$ cat src/design/fjos_pkg.sv
// Shared definitions for the flat JSON object scanner: limits, field widths,
// character codes, record layout and the keyword tables.
// Used by fjos_step, fjos_fifo and flat_json_object_scanner.
package fjos_pkg;

	localparam int MAX_PAIRS = 16;
	localparam int MAX_BYTES = 4096;
	localparam int MAX_DEPTH = 15;

	localparam int POS_W   = $clog2(MAX_BYTES + 1);
	localparam int PAIRS_W = $clog2(MAX_PAIRS + 1);
	localparam int DEPTH_W = $clog2(MAX_DEPTH + 1);

	localparam int IDX_W  = 4;
	localparam int OFS_W  = 12;
	localparam int LEN_W  = 13;
	localparam int TYPE_W = 3;

	localparam int FIFO_DEPTH = 4;
	localparam int FIFO_AW    = $clog2(FIFO_DEPTH);
	localparam int FIFO_CW    = $clog2(FIFO_DEPTH + 1);

	localparam int IN_TDATA_W  = 8;
	localparam int OUT_TDATA_W = 64;

	localparam logic [7:0] CH_LBRACE = 8'h7B;
	localparam logic [7:0] CH_RBRACE = 8'h7D;
	localparam logic [7:0] CH_COLON  = 8'h3A;
	localparam logic [7:0] CH_COMMA  = 8'h2C;
	localparam logic [7:0] CH_BSLASH = 8'h5C;
	localparam logic [7:0] CH_QUOTE  = 8'h22;
	localparam logic [7:0] CH_PLUS   = 8'h2B;
	localparam logic [7:0] CH_MINUS  = 8'h2D;
	localparam logic [7:0] CH_ZERO   = 8'h30;
	localparam logic [7:0] CH_NINE   = 8'h39;
	localparam logic [7:0] CH_SPACE  = 8'h20;
	localparam logic [7:0] CH_TAB    = 8'h09;
	localparam logic [7:0] CH_LF     = 8'h0A;
	localparam logic [7:0] CH_CR     = 8'h0D;
	localparam logic [7:0] CH_T      = 8'h74;
	localparam logic [7:0] CH_F      = 8'h66;
	localparam logic [7:0] CH_N      = 8'h6E;

	localparam logic [TYPE_W-1:0] VT_STRING = 3'd0;
	localparam logic [TYPE_W-1:0] VT_NUMBER = 3'd1;
	localparam logic [TYPE_W-1:0] VT_OBJECT = 3'd2;
	localparam logic [TYPE_W-1:0] VT_BOOL   = 3'd3;
	localparam logic [TYPE_W-1:0] VT_NULL   = 3'd4;

	localparam logic REC_PAIR   = 1'b0;
	localparam logic REC_STATUS = 1'b1;
	localparam logic ST_OK      = 1'b0;
	localparam logic ST_ERROR   = 1'b1;

	localparam logic [1:0] LIT_TRUE  = 2'd0;
	localparam logic [1:0] LIT_FALSE = 2'd1;
	localparam logic [1:0] LIT_NULL  = 2'd2;

	typedef struct packed {
		logic              kind;
		logic [IDX_W-1:0]  pair_index;
		logic [OFS_W-1:0]  key_offset;
		logic [LEN_W-1:0]  key_length;
		logic [OFS_W-1:0]  value_offset;
		logic [LEN_W-1:0]  value_length;
		logic [TYPE_W-1:0] value_type;
		logic              status;
		logic              final_of_run;
	} rec_t;

	// Results of one byte: up to two records, the first always used first.
	typedef struct packed {
		logic [1:0] cnt;
		rec_t       a;
		rec_t       b;
	} push_t;

	function automatic logic [2:0] lit_len(input logic [1:0] kind);
		logic [2:0] len;
		case (kind)
			LIT_FALSE: len = 3'd5;
			default:   len = 3'd4;
		endcase
		return len;
	endfunction

	function automatic logic [7:0] lit_char(input logic [1:0] kind, input logic [2:0] idx);
		logic [7:0] ch;
		ch = 8'h00;
		case (kind)
			LIT_FALSE: begin
				case (idx)
					3'd0:    ch = 8'h66;
					3'd1:    ch = 8'h61;
					3'd2:    ch = 8'h6C;
					3'd3:    ch = 8'h73;
					3'd4:    ch = 8'h65;
					default: ch = 8'h00;
				endcase
			end
			LIT_NULL: begin
				case (idx)
					3'd0:    ch = 8'h6E;
					3'd1:    ch = 8'h75;
					3'd2:    ch = 8'h6C;
					3'd3:    ch = 8'h6C;
					default: ch = 8'h00;
				endcase
			end
			default: begin
				case (idx)
					3'd0:    ch = 8'h74;
					3'd1:    ch = 8'h72;
					3'd2:    ch = 8'h75;
					3'd3:    ch = 8'h65;
					default: ch = 8'h00;
				endcase
			end
		endcase
		return ch;
	endfunction

endpackage

$ cat src/design/fjos_step.sv
// Scanner state machine: takes one registered byte per enable and returns
// the pair and status records that byte produces. Depends on fjos_pkg.
module fjos_step (
	input  logic          clk,
	input  logic          arst_n,
	input  logic          en,
	input  logic [7:0]    data,
	input  logic          last,
	output fjos_pkg::push_t push
);
	import fjos_pkg::*;

	typedef enum logic [3:0] {
		PH_OPEN, PH_FIRST, PH_KEYSTART, PH_KEY, PH_COLON, PH_VALSTART,
		PH_VSTR, PH_NESTED, PH_NESTSTR, PH_LIT, PH_NUM, PH_AFTER
	} phase_t;

	phase_t             phase_q, phase_d;
	logic [POS_W-1:0]   pos_q, pos_d;
	logic [PAIRS_W-1:0] pairs_q, pairs_d;
	logic [DEPTH_W-1:0] depth_q, depth_d;
	logic               esc_q, esc_d;
	logic [1:0]         lkind_q, lkind_d;
	logic [2:0]         lpos_q, lpos_d;
	logic               digit_q, digit_d;
	logic [OFS_W-1:0]   hko_q, hko_d;
	logic [LEN_W-1:0]   hkl_q, hkl_d;
	logic [OFS_W-1:0]   hvo_q, hvo_d;
	logic               fin_q, fin_d;

	logic             ws, is_dig, after, pair_v, stat_v, stat_err;
	logic [LEN_W-1:0] pair_len;
	logic [TYPE_W-1:0] pair_type;
	logic [OFS_W-1:0] pair_vo;
	logic [POS_W-1:0] pos_inc;
	logic [1:0]       k;
	logic [2:0]       llen, lpos_inc;
	rec_t             pr, sr;

	assign ws      = (data == CH_SPACE) || (data == CH_TAB) || (data == CH_LF) || (data == CH_CR);
	assign is_dig  = (data >= CH_ZERO) && (data <= CH_NINE);
	assign pos_inc = pos_q + 1'b1;
	assign k       = (lkind_q == LIT_FALSE || lkind_q == LIT_NULL) ? lkind_q : LIT_TRUE;
	assign llen    = lit_len(k);
	assign lpos_inc = lpos_q + 1'b1;

	always_comb begin
		phase_d   = phase_q;
		pos_d     = pos_q;
		pairs_d   = pairs_q;
		depth_d   = depth_q;
		esc_d     = esc_q;
		lkind_d   = lkind_q;
		lpos_d    = lpos_q;
		digit_d   = digit_q;
		hko_d     = hko_q;
		hkl_d     = hkl_q;
		hvo_d     = hvo_q;
		fin_d     = fin_q;
		after     = 1'b0;
		pair_v    = 1'b0;
		stat_v    = 1'b0;
		stat_err  = ST_OK;
		pair_len  = '0;
		pair_type = VT_STRING;
		pair_vo   = hvo_q;

		if (en && !fin_q) begin
			if (pos_q >= POS_W'(MAX_BYTES)) begin
				stat_v   = 1'b1;
				stat_err = ST_ERROR;
			end else begin
				pos_d = pos_inc;
				case (phase_q)
					PH_OPEN: begin
						if (!ws) begin
							if (data == CH_LBRACE) phase_d = PH_FIRST;
							else begin
								stat_v   = 1'b1;
								stat_err = ST_ERROR;
							end
						end
					end
					PH_FIRST, PH_KEYSTART: begin
						if (!ws) begin
							if (data == CH_RBRACE && phase_q == PH_FIRST) begin
								stat_v = 1'b1;
							end else if (data == CH_QUOTE) begin
								hko_d   = pos_inc[OFS_W-1:0];
								esc_d   = 1'b0;
								phase_d = PH_KEY;
							end else begin
								stat_v   = 1'b1;
								stat_err = ST_ERROR;
							end
						end
					end
					PH_KEY: begin
						if (esc_q) esc_d = 1'b0;
						else if (data == CH_BSLASH) esc_d = 1'b1;
						else if (data == CH_QUOTE) begin
							hkl_d   = pos_q - {1'b0, hko_q};
							phase_d = PH_COLON;
						end
					end
					PH_COLON: begin
						if (!ws) begin
							if (data == CH_COLON) phase_d = PH_VALSTART;
							else begin
								stat_v   = 1'b1;
								stat_err = ST_ERROR;
							end
						end
					end
					PH_VALSTART: begin
						if (!ws) begin
							hvo_d = pos_q[OFS_W-1:0];
							if (data == CH_QUOTE) begin
								hvo_d   = pos_inc[OFS_W-1:0];
								esc_d   = 1'b0;
								phase_d = PH_VSTR;
							end else if (data == CH_LBRACE) begin
								depth_d = DEPTH_W'(1);
								phase_d = PH_NESTED;
							end else if (data == CH_T || data == CH_F || data == CH_N) begin
								lkind_d = (data == CH_T) ? LIT_TRUE :
								          (data == CH_F) ? LIT_FALSE : LIT_NULL;
								lpos_d  = 3'd1;
								phase_d = PH_LIT;
							end else if (data == CH_PLUS || data == CH_MINUS) begin
								digit_d = 1'b0;
								phase_d = PH_NUM;
							end else if (is_dig) begin
								digit_d = 1'b1;
								phase_d = PH_NUM;
							end else begin
								stat_v   = 1'b1;
								stat_err = ST_ERROR;
							end
						end
					end
					PH_VSTR: begin
						if (esc_q) esc_d = 1'b0;
						else if (data == CH_BSLASH) esc_d = 1'b1;
						else if (data == CH_QUOTE) begin
							pair_v    = 1'b1;
							pair_len  = pos_q - {1'b0, hvo_q};
							pair_type = VT_STRING;
						end
					end
					PH_NESTED: begin
						if (data == CH_QUOTE) begin
							esc_d   = 1'b0;
							phase_d = PH_NESTSTR;
						end else if (data == CH_LBRACE) begin
							if (depth_q >= DEPTH_W'(MAX_DEPTH)) begin
								stat_v   = 1'b1;
								stat_err = ST_ERROR;
							end else begin
								depth_d = depth_q + 1'b1;
							end
						end else if (data == CH_RBRACE) begin
							depth_d = depth_q - 1'b1;
							if (depth_q == DEPTH_W'(1)) begin
								pair_v    = 1'b1;
								pair_len  = pos_inc - {1'b0, hvo_q};
								pair_type = VT_OBJECT;
							end
						end
					end
					PH_NESTSTR: begin
						if (esc_q) esc_d = 1'b0;
						else if (data == CH_BSLASH) esc_d = 1'b1;
						else if (data == CH_QUOTE) phase_d = PH_NESTED;
					end
					PH_LIT: begin
						if (lpos_q >= llen || data != lit_char(k, lpos_q)) begin
							stat_v   = 1'b1;
							stat_err = ST_ERROR;
						end else begin
							lpos_d = lpos_inc;
							if (lpos_inc == llen) begin
								pair_v    = 1'b1;
								pair_len  = LEN_W'(llen);
								pair_type = (k == LIT_NULL) ? VT_NULL : VT_BOOL;
							end
						end
					end
					PH_NUM: begin
						if (is_dig) digit_d = 1'b1;
						else if (!digit_q) begin
							stat_v   = 1'b1;
							stat_err = ST_ERROR;
						end else begin
							// The terminating byte is handled again as the byte after the value.
							pair_v    = 1'b1;
							pair_len  = pos_q - {1'b0, hvo_q};
							pair_type = VT_NUMBER;
							after     = 1'b1;
						end
					end
					PH_AFTER: after = 1'b1;
					default: begin
						stat_v   = 1'b1;
						stat_err = ST_ERROR;
					end
				endcase

				if (pair_v) begin
					pairs_d = pairs_q + 1'b1;
					phase_d = PH_AFTER;
				end

				if (after && !ws) begin
					if (data == CH_COMMA) begin
						if (pairs_d >= PAIRS_W'(MAX_PAIRS)) begin
							stat_v   = 1'b1;
							stat_err = ST_ERROR;
						end else begin
							phase_d = PH_KEYSTART;
						end
					end else if (data == CH_RBRACE) begin
						stat_v = 1'b1;
					end else begin
						stat_v   = 1'b1;
						stat_err = ST_ERROR;
					end
				end

				// Buffer ended with the object still open; a pending number is closed first.
				// The number may have started on this very byte, so its offset is the new one.
				if (last && !stat_v) begin
					if (phase_d == PH_NUM && digit_d) begin
						pair_v    = 1'b1;
						pair_vo   = hvo_d;
						pair_len  = pos_inc - {1'b0, hvo_d};
						pair_type = VT_NUMBER;
					end
					stat_v   = 1'b1;
					stat_err = ST_ERROR;
				end
			end
			if (stat_v) fin_d = 1'b1;
		end

		if (en && last) begin
			phase_d = PH_OPEN;
			pos_d   = '0;
			pairs_d = '0;
			depth_d = '0;
			esc_d   = 1'b0;
			lkind_d = '0;
			lpos_d  = '0;
			digit_d = 1'b0;
			hko_d   = '0;
			hkl_d   = '0;
			hvo_d   = '0;
			fin_d   = 1'b0;
		end
	end

	always_comb begin
		pr              = '0;
		pr.kind         = REC_PAIR;
		pr.pair_index   = pairs_q[IDX_W-1:0];
		pr.key_offset   = hko_q;
		pr.key_length   = hkl_q;
		pr.value_offset = pair_vo;
		pr.value_length = pair_len;
		pr.value_type   = pair_type;
		pr.status       = ST_OK;
		pr.final_of_run = !stat_v;

		sr              = '0;
		sr.kind         = REC_STATUS;
		sr.status       = stat_err;
		sr.final_of_run = 1'b1;

		push.cnt = {1'b0, pair_v} + {1'b0, stat_v};
		push.a   = pair_v ? pr : sr;
		push.b   = sr;
	end

	always_ff @(posedge clk or negedge arst_n) begin
		if (!arst_n) begin
			phase_q <= PH_OPEN;
			pos_q   <= '0;
			pairs_q <= '0;
			depth_q <= '0;
			esc_q   <= 1'b0;
			lkind_q <= '0;
			lpos_q  <= '0;
			digit_q <= 1'b0;
			hko_q   <= '0;
			hkl_q   <= '0;
			hvo_q   <= '0;
			fin_q   <= 1'b0;
		end else begin
			phase_q <= phase_d;
			pos_q   <= pos_d;
			pairs_q <= pairs_d;
			depth_q <= depth_d;
			esc_q   <= esc_d;
			lkind_q <= lkind_d;
			lpos_q  <= lpos_d;
			digit_q <= digit_d;
			hko_q   <= hko_d;
			hkl_q   <= hkl_d;
			hvo_q   <= hvo_d;
			fin_q   <= fin_d;
		end
	end

endmodule

$ cat src/design/fjos_fifo.sv
// Result queue of the scanner: takes up to two records per cycle and hands
// them out one at a time on the output request. Depends on fjos_pkg.
module fjos_fifo (
	input  logic            clk,
	input  logic            arst_n,
	input  fjos_pkg::push_t push,
	input  logic            pop,
	output fjos_pkg::rec_t  head,
	output logic            head_valid,
	output logic            room,
	output logic [fjos_pkg::FIFO_CW-1:0] level
);
	import fjos_pkg::*;

	rec_t               mem_q [FIFO_DEPTH];
	logic [FIFO_AW-1:0] wr_q, rd_q, wr_next;
	logic [FIFO_CW-1:0] cnt_q;
	logic               do_pop;

	assign wr_next    = wr_q + 1'b1;
	assign head       = mem_q[rd_q];
	assign head_valid = (cnt_q != '0);
	assign do_pop     = pop && head_valid;
	// Room for the two records that the worst byte can produce.
	assign room       = (cnt_q <= FIFO_CW'(FIFO_DEPTH - 2));
	assign level      = cnt_q;

	always_ff @(posedge clk) begin
		if (push.cnt != 2'd0) mem_q[wr_q] <= push.a;
		if (push.cnt == 2'd2) mem_q[wr_next] <= push.b;
	end

	always_ff @(posedge clk or negedge arst_n) begin
		if (!arst_n) begin
			wr_q  <= '0;
			rd_q  <= '0;
			cnt_q <= '0;
		end else begin
			wr_q  <= wr_q + FIFO_AW'(push.cnt);
			if (do_pop) rd_q <= rd_q + 1'b1;
			cnt_q <= cnt_q + FIFO_CW'(push.cnt) - FIFO_CW'(do_pop);
		end
	end

endmodule

$ cat src/design/flat_json_object_scanner.sv
// Flat JSON object scanner. Bytes of a buffer arrive one per request on the
// slave side, tlast marking the final byte. A byte is taken into an input
// register and handled by the scanner state machine once the result queue has
// room; its records are written into that queue and reach the master side
// behind any records still waiting there. One byte is taken every
// cycle; the input side pauses only while the four-entry result queue holds
// more than two undelivered records, since one byte can produce two (a pair
// record and the status record). Each completed pair yields a pair record and
// every buffer ends in one status record (ok or error); bytes after the status
// produce nothing up to the byte marked last, after which the next buffer starts.
// Depends on fjos_pkg, fjos_step and fjos_fifo.
module flat_json_object_scanner (
	input  logic        clk,
	input  logic        arst_n,
	input  logic        s_tvalid,
	output logic        s_tready,
	input  logic [7:0]  s_tdata,   // [7:0] data_byte
	input  logic        s_tlast,   // last_byte
	output logic        m_tvalid,
	input  logic        m_tready,
	// [3:0] pair_index, [15:4] key_offset, [28:16] key_length, [40:29] value_offset,
	// [53:41] value_length, [56:54] value_type, [57] status, [63:58] zero
	output logic [fjos_pkg::OUT_TDATA_W-1:0] m_tdata,
	output logic        m_tuser,   // record_kind
	output logic        m_tlast    // final_of_run
);
	import fjos_pkg::*;

	logic               v_s1;
	logic [7:0]         byte_s1;
	logic               last_s1;
	logic               room, en, head_valid;
	logic [FIFO_CW-1:0] level;
	push_t              push;
	rec_t               head;

	assign en       = v_s1 && room;
	assign s_tready = !v_s1 || room;

	always_ff @(posedge clk or negedge arst_n) begin
		if (!arst_n) begin
			v_s1 <= 1'b0;
		end else if (s_tvalid && s_tready) begin
			v_s1 <= 1'b1;
		end else if (en) begin
			v_s1 <= 1'b0;
		end
	end

	always_ff @(posedge clk) begin
		if (s_tvalid && s_tready) begin
			byte_s1 <= s_tdata;
			last_s1 <= s_tlast;
		end
	end

	fjos_step u_step (
		.clk    (clk),
		.arst_n (arst_n),
		.en     (en),
		.data   (byte_s1),
		.last   (last_s1),
		.push   (push)
	);

	fjos_fifo u_fifo (
		.clk        (clk),
		.arst_n     (arst_n),
		.push       (push),
		.pop        (m_tready),
		.head       (head),
		.head_valid (head_valid),
		.room       (room),
		.level      (level)
	);

	assign m_tvalid = head_valid;
	assign m_tuser  = head.kind;
	assign m_tlast  = head.final_of_run;
	assign m_tdata  = {6'd0, head.status, head.value_type, head.value_length,
	                   head.value_offset, head.key_length, head.key_offset,
	                   head.pair_index};

`ifndef ASSERT_OFF
	a_level_bound: assert property (@(posedge clk) disable iff (!arst_n)
		level <= FIFO_CW'(FIFO_DEPTH))
		else $error("result queue overfilled");

	a_two_order: assert property (@(posedge clk) disable iff (!arst_n)
		push.cnt == 2'd2 |-> (push.a.kind == REC_PAIR && push.b.kind == REC_STATUS))
		else $error("two records from one byte must be pair then status");

	a_status_final: assert property (@(posedge clk) disable iff (!arst_n)
		m_tvalid && m_tuser |-> m_tlast)
		else $error("status record not marked final");

	a_no_push_idle: assert property (@(posedge clk) disable iff (!arst_n)
		!en |-> push.cnt == 2'd0)
		else $error("records produced without a byte");
`endif

endmodule
$ cat config.mk
export PLATFORM = sky130hd
export DESIGN_NAME = flat_json_object_scanner
export DESIGN_NICKNAME = d
export VERILOG_FILES = /design/src/design/fjos_pkg.sv /design/src/design/fjos_step.sv /design/src/design/fjos_fifo.sv /design/src/design/flat_json_object_scanner.sv
export SDC_FILE = /design/constraint.sdc
export NUM_CORES = 1
export LEC_CHECK = 0
export BUFFER_PORTS_ARGS = -buffer_cell sky130_fd_sc_hd__buf_2
export CAP_MARGIN = 20
export CORE_MARGIN = 1
export CORE_UTILIZATION = 40
export CTS_CLUSTER_SIZE = 24
export DETAILED_ROUTE_END_ITERATION = 8
export PLACE_DENSITY = 0.66
export SLEW_MARGIN = 15
export SYNTH_ARGS = -nofsm -noshare
export SYNTH_HDL_FRONTEND = slang
export SYNTH_SLANG_ARGS = --single-unit
$ cat constraint.sdc
create_clock -name clk -period 4.51 [get_ports clk]
set_input_delay 0.902 -clock clk [delete_from_list [all_inputs] [get_ports clk]]
set_output_delay 0.902 -clock clk [all_outputs]
set_load 0.1 [all_outputs]
Word level (Yosys, flattened, before mapping) --
Memory sizes are Yosys's and may differ from the RTL's. Cells that the tools add are included.
Storage, ports and cells: register bits 88, memory bits (writable) 240, logic and storage cells 375, memories 1
Memory list:
- u_fifo.mem_q | words 4, bits a word 60, rd ports 1, clocked after memory_dff 0, wr ports 2, line fjos_fifo.sv:15 | rec_t mem_q [FIFO_DEPTH];
Operators by class: $add $sub $neg 15, magnitude comparators 7, eq/ne operators 57, muxes and demuxes 226, reduce and logical (&&, ||, !) cells 51
Operators with widths (number):
- $mux 13 | 24
- $mux 12 | 19
- $mux 4 | 39
- $mux 1 | 87
- $mux 3 | 20
- $mux 60 | 1
- $pmux 13 s4 | 1
- $sub 13x12->13 | 4
- $eq 8x6->1 const B | 6
- $eq 8x7->1 const B | 6
- $pmux 7 s5 | 1
- $mux 5 | 6
- $pmux 4 s7 | 1
- $pmux 7 s4 | 1
- $eq 8x4->1 const B | 3
- $mux 2 | 12
- $mux 8 | 3
- $ne 3x3->1 const B | 7
- $pmux 7 s3 | 1
- $eq 4x4->1 const B | 5
- $reduce_and 6->1 | 3
- $reduce_bool 2->1 | 9
- $eq 4x3->1 const B | 4
- $pmux 1 s8 | 2
- 50 further kinds | 91

Logic depth before layout (Yosys ltp) --
Gate-level depths: netlist of run 1.
depth after elaboration 33, mapped depth 21, depth with buffers taken out 20

Hierarchy --
Synthesis of run 1 repeated with hierarchy kept, for this count alone.
Second synthesis, totals: cells, all modules 1774, area, all modules 20682.3 sq um
By module, submodules not included:
- fjos_fifo | instances 1, cells an instance 622, area each 12012.8 sq um, sequential area each 7382.1 sq um
- fjos_step | instances 1, cells an instance 1131, area each 8290.5 sq um, sequential area each 1776.7 sq um
- flat_json_object_scanner | instances 1, cells an instance 21, area each 379.1 sq um, sequential area each 295.3 sq um

Worst setup path after synthesis of run 1 --
OpenSTA, ideal clock, no wires.
path kind flip-flop to flip-flop, start reg u_step.lpos_q[2], end reg u_fifo.cnt_q[2] (netlist: u_fifo.level[2]), library setup time 0.123 ns, data arrival time 4.349 ns, required time 4.387 ns, path slack 0.039 ns, cell stages (with the launch flop) 22, cell sequence dfrtp_1 clkbuf_1 inv_1 ha_1 buf_6 or4_4 a211o_1 o21ai_1 a221o_2 nand4b_1 a211oi_1 nor4b_1 nor2_1 ha_1 inv_1 ha_1 inv_1 ha_1 inv_1 fa_1 xor2_1 xnor2_1
On the way: cells in the longest elaborated chain, start to end 31, elaborated cells between the ends (all ways) 55
RTL lines:
- start: declaration | line fjos_step.sv:24 | logic [2:0] lpos_q, lpos_d;
- start signal: assignment | line fjos_step.sv:305 | lpos_q <= lpos_d;
- $eq 3x2->1 | line fjos_pkg.sv:92, fjos_pkg.sv:102, fjos_pkg.sv:111
- $reduce_or 2->1 (no line)
- $pmux 7 s3 | line fjos_pkg.sv:102 | case (idx)
- $pmux 8 s2 | line fjos_pkg.sv:90 | case (kind)
- $mux 8 | line fjos_step.sv:74 | case (phase_q)
- $mux 8 | line fjos_step.sv:69 | if (pos_q >= POS_W'(MAX_BYTES)) begin
- $mux 8 | line fjos_step.sv:68 | if (en && !fin_q) begin
- $ne 8x8->1 | line fjos_step.sv:177 | if (lpos_q >= llen || data != lit_char(k, lpos_q)) begin
- (+15 left out)
- $logic_and 1x1->1 (on tied branches) | line fjos_step.sv:233, fjos_step.sv:232
- $mux 1 (on tied branches) | line fjos_step.sv:233, fjos_step.sv:232
- $mux 1 (on tied branches) | line fjos_step.sv:232, fjos_step.sv:69
- $mux 1 (on tied branches) | line fjos_step.sv:69, fjos_step.sv:68
- $mux 1 | line fjos_step.sv:68
- $add 1x1->2 * | line fjos_step.sv:279 | push.cnt = {1'b0, pair_v} + {1'b0, stat_v};
- $add 3x2->3 * | line fjos_fifo.sv:41 | cnt_q <= cnt_q + FIFO_CW'(push.cnt) - FIFO_CW'(do_pop);
- $sub 3x1->3 * | line fjos_fifo.sv:41
- end signal: assignment | line fjos_fifo.sv:41
- end: declaration | line fjos_fifo.sv:17 | logic [FIFO_CW-1:0] cnt_q;
Mark *: on every way between the ends. The rest lies on a longest branch, timed or not. The select of a mux whose other input is x is not followed. A chain may end at the register's enable or synchronous reset.

Final worst setup path of run 1 --
start reg u_step.lpos_q[1], end reg u_fifo.cnt_q[2] (netlist: u_fifo.level[2])
Same word-level chain as after synthesis.

==> results by group, run 1 <==
Status
  • Status: finished, final reports clean

Placed design
  • Post-DP HPWL: 34.3 mm
  • Placed inst area: 0.0185 mm²
  • Dpl cells: 2368
  • RePlAce Congestion: 0.936
  • I/O Buffers: 74
  • Setup slack at placement: -38.7 ps

Timing
  • RSZ-0062 raised after global routing: false
  • Hold slack: 449 ps
  • Fin. max-slew vios: 0
  • Fin crit period: 4300 ps
  • FMAX: 0.233 GHz
  • Clock skew: 12.4 ps
  • Worst Max-Slew Pin Slew: 888 ps
  • Final WS setup: 213 ps
  • Final number of setup-violating endpoints: 0
  • Fin. Hold Viols: 0
  • Normalized max-slew margin: 0.406
  • Post-route clock period utilization: 0.953

Critical path
  • Req. time, crit path: 4940 ps
  • Cells along the critical path: ha_2, ha_2, or4_4, a211o_1, o21ai_1, a221o_2, nand4b_1, a211oi_2, nor4b_4, buf_4, nor2_1, ha_1, inv_1, ha_1, inv_1, ha_1, inv_1, fa_2, xor2_1, xnor2_1
  • R2r setup slk: 210 ps
  • Crit path depth: 20
  • Worst setup endpoint: u_fifo.level[2]
  • Worst R2R Path Depth: 20
  • CP startpoint kind: flip-flop
  • Reg2reg end: u_fifo.level[2]
  • Crit path max-delay family: adder cells
  • Worst setup startpoint: u_step.lpos_q[1]
  • Critical path type: flip-flop to flip-flop
  • Arrival time worst endpoint: 4720 ps
  • Critical Path Sink Type: flip-flop
  • Slowest-stage cell, CP: or4_4
  • Slowest stage delay, CP: 540 ps
  • Buf/Inv on CP: 4
  • Crit Reg-Reg Startpoint: u_step.lpos_q[1]
  • Crit-path max FO: 4

Yosys
  • Post-Synthesis Cells: 1764
  • Synth top area cells: dfxtp_1 (28%), dfrtp_1 (12%), mux4_2 (7.9%), a22o_1 (7.7%), ha_1 (5.0%)
  • Post-synthesis cell area: 0.0171 mm²
  • Async set-reset flop share out of synthesis: 0.241
  • Synth warn: 0
  • Seq/Total Area, Yosys: 0.415
  • Synth cell types: 88
  • Syn Area/Cell: 9.70 µm²
  • Most used DFF post-synth: dfxtp_1
  • Yosys reg bits: 328
  • Area leader, netlist: dfxtp_1
  • Top-area cell type share of the netlist area: 0.276
  • EDFF count, synth: 13

Die
  • Die Area: 0.0436 mm²
  • Die W: 209 µm
  • # IOs: 81
  • Row cnt: 75
  • CORE AREA: 0.0420 mm²
  • Die Y: 209 µm
  • Initial cell density of the core: 0.407

CTS
  • Latest clock arrival within the worst-skew pair: 540 ps
  • CTS Buf Count: 37
  • H-Tree Depth: 2
  • CTS Hold Bufs: 0
  • CTS tree: yes
  • Max Buffers Root-to-Sink: 3
  • Worst-path clk slew: 60 ps
  • CTS Sinks: 328
  • Clock Tree Root: clkbuf_16

Detailed routing
  • Drt initial violations: 1172
  • Total routed wirelength: 48.7 mm
  • Vias per std cell: 5.83
  • Via count: 14203
  • DR WL/cell: 20.0 µm
  • DRT antenna net count: 0
  • DRC viols: 0
  • First drt pass iteration count: 5

Final layout
  • Area Growth Syn to Fin: 16.0%
  • Fraction of layout cells with a size suffix above 1: 0.179
  • Most frequent cells in the layout: dfxtp_1 (236), nand2_1 (193), o21ai_0 (152)
  • Layout fillers: 3943
  • Footprint of the multi-input gates: 0.00932 mm²
  • Total Nets Final: 1957
  • Fin cells: 2436
  • Post-route cell area: 0.0198 mm²
  • Most common cell after layout, fill and taps aside: dfxtp_1
  • Register area: 0.00710 mm²
  • Diodes inserted: 0

Pwr
  • Max VDD drop: 0.000372 V
  • Power density over the cells: 433 mW/mm²
  • LEAKAGE: 0.00808 µW

Global routing
  • Antenna violations before repair: 0
  • Vias in the first global route: 13812
  • Global-route wire length before repair: 77.1 mm
  • Total grt overflow: 0
  • Pin count of the biggest net entering global routing: 57
  • Total Routing Usage GR: 0.222

Hold path
  • Worst min-delay path class: flip-flop to flip-flop
  • HP Start: u_fifo.mem_q[3][13]

Run
  • Max-cap violation count: 0
==> power breakdown <==
part | total, µW | leakage [µW] | internal [µW] | switching (µW)
sequential | 3260 | 0.00310 | 3050 | 212
clock | 3040 | 0.000592 | 1800 | 1230
combinational | 2290 | 0.00439 | 841 | 1450
==> synthesized netlist by cell type (all sizes together), types with 4 or more instances <==
library cell	count
nand4	10
a221o	4
a22o	150
a21oi	91
inv	65
a31oi	6
o31a	4
o22ai	16
a2111oi	4
o21bai	5
o21ai	158
nor4	12
nand2	194
mux2i	13
xnor2	42
o31ai	9
ha	69
a21o	13
nor2	117
o21a	9
nand2b	33
nor2b	12
edfxtp	13
o32ai	4
and2	13
and3	11
a211oi	11
or2	6
fa	5
o211ai	10
nand3	24
a21boi	5
nor3	34
dfrtp	79
or3	13
xor2	34
clkbuf	87
buf	27
mux4	60
dfxtp	236
==> worst register-to-register path: stages, from the launching register on <==
cell and delay [ps]:
dfrtp_1 410, ha_2 180, ha_2 190, or4_4 540, a211o_1 260, o21ai_1 70
a221o_2 170, nand4b_1 140, a211oi_2 310, nor4b_4 230, buf_4 140, nor2_1 40
ha_1 290, inv_1 50, ha_1 280, inv_1 60, ha_1 140, inv_1 50
fa_2 330, xor2_1 180, xnor2_1 120
==> stage by stage <==
step | power [µW] | setup TNS, ps | util
after detailed placement | 5570 | -38.7 | 0.440
after global routing | 8980 | 0 | 0.472
after CTS | 8620 | 0 | 0.470
after floorplan | 4910 | 0 | -
final | 8590 | 0 | 0.472
after global placement | 5550 | 0 | 0.440
==> final cells by class <==
class / instances / share of cell area
Inverter: 65 / 0.0125
Tap cell: 539 / 0.0340
Clock inverter: 9 / 0.00681
Timing Repair Buffer: 176 / 0.0643
Clock buffer: 57 / 0.0552
Multi-Input combinational cell: 1262 / 0.469
Sequential cell: 328 / 0.358
==> layer usage <==
| layer | share of wire | vias up | track usage | routed length, µm |
|---|---|---|---|---|
| li1 | - | 6670 | - | - |
| met1 | 0.45 | 7029 | 0.302 | 21800 |
| met2 | 0.47 | 420 | 0.362 | 23000 |
| met3 | 0.052 | 84 | 0.0310 | 2550 |
| met4 | 0.027 | 0 | 0.0771 | 1320 |
| met5 | 0 | - | 0 | 0 |
==> registers in the layout, summed over array words and instances, names as in the netlist, 3 cells and up <==
name / count
u_step.pairs_q: 5
u_fifo.level: 3
u_step.hko_q: 12
u_step.depth_q: 4
u_step.hvo_q: 12
u_fifo.mem_q: 240
u_step.phase_q: 4
u_step.pos_q: 13
u_step.lpos_q: 3
byte_s1: 8
u_step.hkl_q: 13
==> logic make-up after synthesis <==
logic type / count (synthesis) / synth area share
other: 1 / 0.000219
adders and majority gates: 74 / 0.0563
DFF: 328 / 0.415
muxes: 75 / 0.0879
AOI/OAI and AO/OA: 533 / 0.212
xor gates and xnor gates: 76 / 0.0389
buffers and inverters: 179 / 0.0484
and+or+nand+nor: 498 / 0.141
==> timing repair <==
item	4_1_cts	5_1_grt
endpoints found under the setup margin	1	75
pin swaps	0	11
buffers inserted	0	2
gates resized for setup	2	23
cloned	0	0
==> worst min-delay path by stage <==
| stage | to | slack, ps | cells after the start |
|---|---|---|---|
| CTS | u_fifo.mem_q[3][13] | 450 | 2 |
| global placement | u_fifo.mem_q[3][46] | 430 | 2 |
| global route | u_fifo.mem_q[2][44] | 470 | 2 |
| floorplan | u_fifo.mem_q[2][12] | 420 | 2 |
| finish | u_fifo.mem_q[3][13] | 450 | 2 |
| detailed placement | u_fifo.mem_q[3][13] | 440 | 2 |
(Power assumes the default switching activity.)
==> run 2: changes to the inputs <==
--- a/config.mk
+++ b/config.mk
@@ -7,11 +7,14 @@
 export LEC_CHECK = 0
 export BUFFER_PORTS_ARGS = -buffer_cell sky130_fd_sc_hd__buf_2
 export CAP_MARGIN = 20
+export CELL_PAD_IN_SITES_DETAIL_PLACEMENT = 1
+export CELL_PAD_IN_SITES_GLOBAL_PLACEMENT = 1
 export CORE_MARGIN = 1
 export CORE_UTILIZATION = 40
 export CTS_CLUSTER_SIZE = 24
 export DETAILED_ROUTE_END_ITERATION = 8
-export PLACE_DENSITY = 0.66
+export MAX_ROUTING_LAYER = met4
+export PLACE_DENSITY = 0.79
 export SLEW_MARGIN = 15
 export SYNTH_ARGS = -nofsm -noshare
 export SYNTH_HDL_FRONTEND = slang
==> constraint.sdc (replaced) <==
create_clock -name clk -period 4.51 [get_ports clk]
set_input_delay 0.902 -clock clk [delete_from_list [all_inputs] [get_ports clk]]
set_output_delay 0.902 -clock clk [all_outputs]
set_load 0.05 [all_outputs]
==> results by group, run 2 (synthesized netlist as in run 1, its figures left out) <==
Status
  • Status: finished, final reports clean

Run
  • Max-cap violation count: 0 (unchanged)

Final layout
  • Fraction of layout cells with a size suffix above 1: 0.187 (+0.00831)
  • Total Nets Final: 1968 (+0.56%)
  • Footprint of the multi-input gates: 0.00930 mm² (-0.17%)
  • Area Growth Syn to Fin: 16.9%
  • Post-route cell area: 0.0200 mm² (+0.77%)
  • Most common cell after layout, fill and taps aside: dfxtp_1
  • Diodes inserted: 0 (unchanged)
  • Register area: 0.00710 mm² (unchanged)
  • Layout fillers: 4743 (+20%)
  • Number of flip-flops in the largest register: 240 (unchanged)
  • Regs by FF count: u_fifo.mem_q x240, u_step.hkl_q x13, u_step.pos_q x13
  • Most frequent cells in the layout: dfxtp_1 (236), nand2_1 (193), o21ai_0 (152)
  • Top reg by flops: u_fifo.mem_q

Timing
  • Fin. Hold Viols: 0 (unchanged)
  • Fin. max-slew vios: 0 (unchanged)
  • Final number of setup-violating endpoints: 0 (unchanged)
  • Fin crit period: 4370 ps (+68.4 ps)
  • Clock skew: 17.5 ps (+5.06 ps)
  • Post-route clock period utilization: 0.968 (+0.0152)
  • Normalized max-slew margin: 0.357 (-0.0486)
  • Worst Max-Slew Pin Slew: 960 ps (+72.6 ps)
  • FMAX: 0.229 GHz (-1.6%)

Placed design
  • I/O Buffers: 74 (unchanged)
  • Placed inst area: 0.0186 mm² (+0.39%)
  • RePlAce Congestion: 0.932 (-0.44%)
  • Post-DP HPWL: 39.6 mm (+16%)

Critical path
  • Crit path max-delay family: adder cells
  • Critical Path Sink Type: flip-flop
  • Req. time, crit path: 4990 ps (+50 ps)
  • CP startpoint kind: flip-flop
  • Arrival time worst endpoint: 4840 ps (+120 ps)
  • Critical path type: flip-flop to flip-flop
  • Slowest stage delay, CP: 400 ps (-140 ps)
  • Buf/Inv on CP: 5 (+1)
  • Worst path most repeated cell: ha_1
  • Cells along the critical path: ha_1, ha_2, buf_4, a21oi_1, o22a_1, o311ai_0, nor4_2, nand4b_1, a211oi_2, nor4b_2, buf_4, nor2_1, ha_1, inv_1, ha_1, inv_1, ha_1, inv_1, fa_2, xor2_1, xnor2_1
  • Slowest-stage cell, CP: dfrtp_1
  • Crit-path max FO: 6 (+2)

Die
  • Die Y: 209 µm (unchanged)
  • # IOs: 81 (unchanged)
  • Die W: 209 µm (unchanged)
  • Row cnt: 75 (unchanged)
  • CORE AREA: 0.0420 mm² (unchanged)
  • Die Area: 0.0436 mm² (unchanged)
  • Initial cell density of the core: 0.407 (unchanged)

Pwr
  • Sequential power share: 0.379 (about the same)
  • NetSw: 2910 µW (+0.27%)
  • Logic gate share of total power: 0.254 (-0.013)
  • Clock network power share: 0.367 (+0.013)
  • Tot Pwr: 8680 µW (+1.0%)
  • Power density over the cells: 434 mW/mm² (+0.27%)
  • Max VDD drop: 0.000343 V (-8.0%)
  • Int Pwr: 5770 µW (+1.4%)
  • LEAKAGE: 0.00819 µW (+1.4%)
  • Net Sw Frac: 0.335 (-0.00259)

Global routing
  • Total grt overflow: 0 (unchanged)
  • Global-route wire length before repair: 88.6 mm (+15%)
  • Pin count of the biggest net entering global routing: 50 (-12%)
  • Total Routing Usage GR: 0.265 (+0.0433)
  • Vias in the first global route: 15652 (+13%)
  • Antenna violations before repair: 0 (unchanged)

Hold path
  • Worst min-delay path class: input port to async pin

CTS
  • Latest clock arrival within the worst-skew pair: 560 ps (+20 ps)
  • Worst-path clk slew: 60 ps (about the same)
  • Clock Tree Root: clkbuf_16
  • H-Tree Depth: 2 (unchanged)
  • CTS Sinks: 328 (unchanged)
  • CTS Hold Bufs: 0 (unchanged)
  • Max Buffers Root-to-Sink: 3 (unchanged)
  • CTS tree: yes
  • CTS Buf Count: 37 (unchanged)

Detailed routing
  • DRC viols: 0 (unchanged)
  • Via count: 14672 (+3.3%)
  • DR WL/cell: 22.8 µm (+14%)
  • DRT antenna net count: 0 (unchanged)
  • Vias per std cell: 5.99 (+2.8%)
  • First drt pass iteration count: 5 (unchanged)
  • Drt initial violations: 1083 (-7.6%)
  • Total routed wirelength: 55.8 mm (+14%)
[run 2: cell types whose count changed in the layout (fill, tap and decap cells not counted), moves of 2 or more]
cell,before,now
clkbuf_8,3,8
ha_1,63,65
ha_2,5,3
clkbuf_1,14,7
nor2_2,0,2
nor2_1,112,110
buf_4,92,101
clkbuf_16,40,42
clkinv_2,1,3
[run 2: layer usage]
layer,GRT usage,vias up,part of all wire
li1,-,6692,-
met1,0.328,7545,0.43
met2,0.447,342,0.50
met3,0.0272,93,0.038
met4,0.101,0,0.031
met5,-,-,0
[run 2: final cells by class]
cell class	instances	area share
clock inverters	10	0.00563
inverters	65	0.0125
clock buffers	57	0.0594
repair buffers	187	0.0688
well taps	539	0.0337
flip-flops and latches	328	0.355
multi-input cells	1262	0.465
[run 2: per-stage QoR]
| step | setup TNS (ps) | utilization | hold slack, ps | instances | setup WS [ps] |
|---|---|---|---|---|---|
| 2_1_floorplan | 0 | - | 420 | 1769 | 38.9 |
| 3_3_place_gp | 0 | 0.442 | 428 | 2376 | 15.7 |
| 3_5_place_dp | -38.7 | 0.442 | 440 | 2376 | -38.7 |
| 4_1_cts | 0 | 0.473 | 428 | 2443 | 31.2 |
| 5_1_grt | -51.9 | 0.476 | 472 | 2448 | -44.2 |
| 6_report | 0 | 0.476 | 439 | 2448 | 144 |
[run 2: final timing paths]
kind | from | end | slack, ps | cells past startpoint
max | u_step.lpos_q[0] | u_fifo.level[2] | 140 | 21
max reg2reg | u_step.lpos_q[0] | u_fifo.level[2] | 140 | 21
min | arst_n | u_step.hvo_q[4] | 440 | 1
min in group clk | u_fifo.mem_q[0][15] | u_fifo.mem_q[0][15] | 450 | 2
max in group asynchronous | arst_n | u_step.pos_q[7] | 3140 | 2
min reg2reg | u_fifo.mem_q[0][15] | u_fifo.mem_q[0][15] | 450 | 2
[run 2: power groups by stage]
| stage | Sequential [µW] | Clock [µW] | Combinational, µW |
|---|---|---|---|
| final | 3290 | 3190 | 2200 |
| after global routing | 3310 | 3350 | 2370 |
| after CTS | 3290 | 3240 | 2170 |
| after detailed placement | 3340 | 0 | 2150 |
| after global placement | 3330 | 0 | 2090 |
| after floorplan | 3170 | 0 | 1620 |
[run 2: timing repair]
item	in CTS	in global routing
resized for setup	2	21
pin swaps	0	11
setup endpoints to repair	1	206
setup buffers	0	5
==> run 3: changes to the inputs <==
--- a/config.mk
+++ b/config.mk
@@ -14,7 +14,7 @@
 export CTS_CLUSTER_SIZE = 24
 export DETAILED_ROUTE_END_ITERATION = 8
 export MAX_ROUTING_LAYER = met4
-export PLACE_DENSITY = 0.79
+export PLACE_DENSITY = 0.76
 export SLEW_MARGIN = 15
 export SYNTH_ARGS = -nofsm -noshare
 export SYNTH_HDL_FRONTEND = slang
==> constraint.sdc (replaced) <==
create_clock -name clk -period 4.8 [get_ports clk]
set_input_delay 0.96 -clock clk [delete_from_list [all_inputs] [get_ports clk]]
set_output_delay 0.96 -clock clk [all_outputs]
set_load 0.05 [all_outputs]
==> results by group, run 3 (synthesized netlist as in run 1, its figures left out) <==
Final layout
  • Layout Utilization: 0.466 (-0.00952)
  • Area Growth Syn to Fin: 14.5%
  • Fraction of layout cells with a size suffix above 1: 0.162 (-0.0253)
  • Layout fillers: 4774 (+0.65%)
  • Number of flip-flops in the largest register: 240 (unchanged)
  • Most frequent cells in the layout: dfxtp_1 (236), nand2_1 (193), o21ai_0 (153)
  • Register area: 0.00710 mm² (unchanged)
  • Post-route cell area: 0.0196 mm² (-2.0%)
  • Total Nets Final: 1925 (-2.2%)
  • Fin cells: 2407 (-1.7%)
  • Most common cell after layout, fill and taps aside: dfxtp_1
  • Top reg by flops: u_fifo.mem_q
  • Regs by FF count: u_fifo.mem_q x240, u_step.hkl_q x13, u_step.pos_q x13
  • Footprint of the multi-input gates: 0.00925 mm² (-0.55%)

Detailed routing
  • DRT antenna net count: 0 (unchanged)
  • DR WL/cell: 22.9 µm (+0.64%)
  • Drt initial violations: 1065 (-1.7%)
  • DRC viols: 0 (unchanged)
  • Via count: 14501 (-1.2%)
  • Total routed wirelength: 55.2 mm (-1.0%)
  • First drt pass iteration count: 5 (unchanged)
  • Vias per std cell: 6.02 (+0.52%)

CTS
  • Clock Tree Root: clkbuf_16
  • Max Buffers Root-to-Sink: 3 (unchanged)
  • Worst-path clk slew: 60 ps (about the same)
  • CTS Sinks: 328 (unchanged)
  • Latest clock arrival within the worst-skew pair: 570 ps (about the same)
  • CTS Buf Count: 37 (unchanged)
  • CTS tree: yes
  • H-Tree Depth: 2 (unchanged)
  • CTS Hold Bufs: 0 (unchanged)

Hold path
  • Worst min-delay path class: input port to async pin

Critical path
  • Req. time, crit path: 5250 ps (+260 ps)
  • Worst R2R Path Depth: 19 (-9.5%)
  • Arrival time worst endpoint: 4990 ps (+150 ps)
  • Crit path max-delay family: adder cells
  • Crit path depth: 19 (-9.5%)
  • CP startpoint kind: flip-flop
  • Critical Path Sink Type: flip-flop
  • Slowest stage delay, CP: 540 ps (+140 ps)
  • Worst path most repeated cell: ha_1
  • Crit-path max FO: 3 (-3)
  • Critical path type: flip-flop to flip-flop
  • Cells along the critical path: ha_1, ha_1, or4_4, a211o_1, o21ai_1, a221o_2, nand4b_1, a211oi_2, nor4b_4, nor2_1, ha_1, inv_1, ha_1, inv_1, ha_1, inv_1, fa_1, xor2_1, xnor2_1
  • Buf/Inv on CP: 3 (-2)
  • Slowest-stage cell, CP: or4_4

Placed design
  • Dpl cells: 2338 (-1.6%)
  • Placed inst area: 0.0183 mm² (-1.7%)
  • RePlAce Congestion: 0.925 (-0.80%)
  • Post-DP HPWL: 38.2 mm (-3.5%)
  • I/O Buffers: 74 (unchanged)
  • Setup slack at placement: 85.0 ps (+124 ps)

Timing
  • Post-route clock period utilization: 0.946 (-0.0216)
  • Final number of setup-violating endpoints: 0 (unchanged)
  • Setup Total Neg Slack: 0 ps (unchanged)
  • FMAX: 0.220 GHz (-3.9%)
  • Final WS setup: 257 ps (+113 ps)
  • Fin crit period: 4540 ps (+177 ps)
  • Fin. max-slew vios: 0 (unchanged)
  • Clock skew: 32.2 ps (+14.7 ps)
  • RSZ-0062 raised after global routing: true
  • Fin. Hold Viols: 0 (unchanged)
  • Normalized max-slew margin: 0.347 (-0.0101)
  • Worst Max-Slew Pin Slew: 975 ps (+15.0 ps)

Global routing
  • Vias in the first global route: 15607 (-0.29%)
  • Total Routing Usage GR: 0.264 (-0.00123)
  • Pin count of the biggest net entering global routing: 59 (+18%)
  • Total grt overflow: 0 (unchanged)
  • Global-route wire length before repair: 88.7 mm (about the same)
  • Antenna violations before repair: 1 (+1)

Die
  • CORE AREA: 0.0420 mm² (unchanged)
  • # IOs: 81 (unchanged)
  • Die Y: 209 µm (unchanged)
  • Initial cell density of the core: 0.407 (unchanged)
  • Row cnt: 75 (unchanged)
  • Die Area: 0.0436 mm² (unchanged)
  • Die W: 209 µm (unchanged)

Run
  • Max-cap violation count: 0 (unchanged)

Pwr
  • Max VDD drop: 0.000266 V (-22%)
  • LEAKAGE: 0.00798 µW (-2.6%)
  • Power density over the cells: 417 mW/mm² (-4.0%)

Status
  • Status: finished, final reports clean
[run 3: cell count changes in the layout (fill, tap and decap cells not counted), sizes merged]
cell	delta
clkinv	+4
bufinv	+2
diode	+1
clkbuf	-5
buf	-43
inv	+1
clkinvlp	-1
[run 3: area by class of cell]
class,count,area share
sequential,328,0.362
clock inverter,16,0.00996
tap,539,0.0344
clock buffer,52,0.0570
multi-input combinational,1262,0.472
antenna,1,0.000128
timing repair buffer,144,0.0516
inverter,65,0.0127
[run 3: worst paths after layout]
check,from,to,slack (ps)
hold reg to reg,u_fifo.mem_q[0][15],u_fifo.mem_q[0][15],450
max in group asynchronous,arst_n,u_fifo.rd_q[0],3330
min in group clk,u_fifo.mem_q[0][15],u_fifo.mem_q[0][15],450
hold / removal,arst_n,u_step.depth_q[1],410
setup / recovery,u_step.lpos_q[0],u_fifo.level[2],260
setup reg to reg,u_step.lpos_q[0],u_fifo.level[2],260
[run 3: report_power, final]
group	total, µW	switching, µW	internal (µW)
Clock	3060	1250	1810
Combinational	2050	1300	747
Sequential	3060	199	2860
[run 3: through the flow]
stage | hold WS [ps] | total power [µW]
floorplan | 420 | 4490
global placement | 428 | 5070
global route | 440 | 8490
detailed placement | 443 | 5130
finish | 407 | 8160
CTS | 406 | 8190
[run 3: routing by layer]
| layer | vias to the layer above | track usage | wire, µm |
|---|---|---|---|
| li1 | 6602 | - | - |
| met2 | 325 | 0.438 | 27000 |
| met4 | 0 | 0.110 | 1860 |
| met5 | - | - | 0 |
| met1 | 7474 | 0.326 | 24400 |
| met3 | 100 | 0.0314 | 1950 |
[run 3: repair_timing]
action	4_1_cts	5_1_grt
buffers inserted	0	0
gates resized for setup	1	3
endpoints found under the setup margin	1	66
pin swaps	0	1
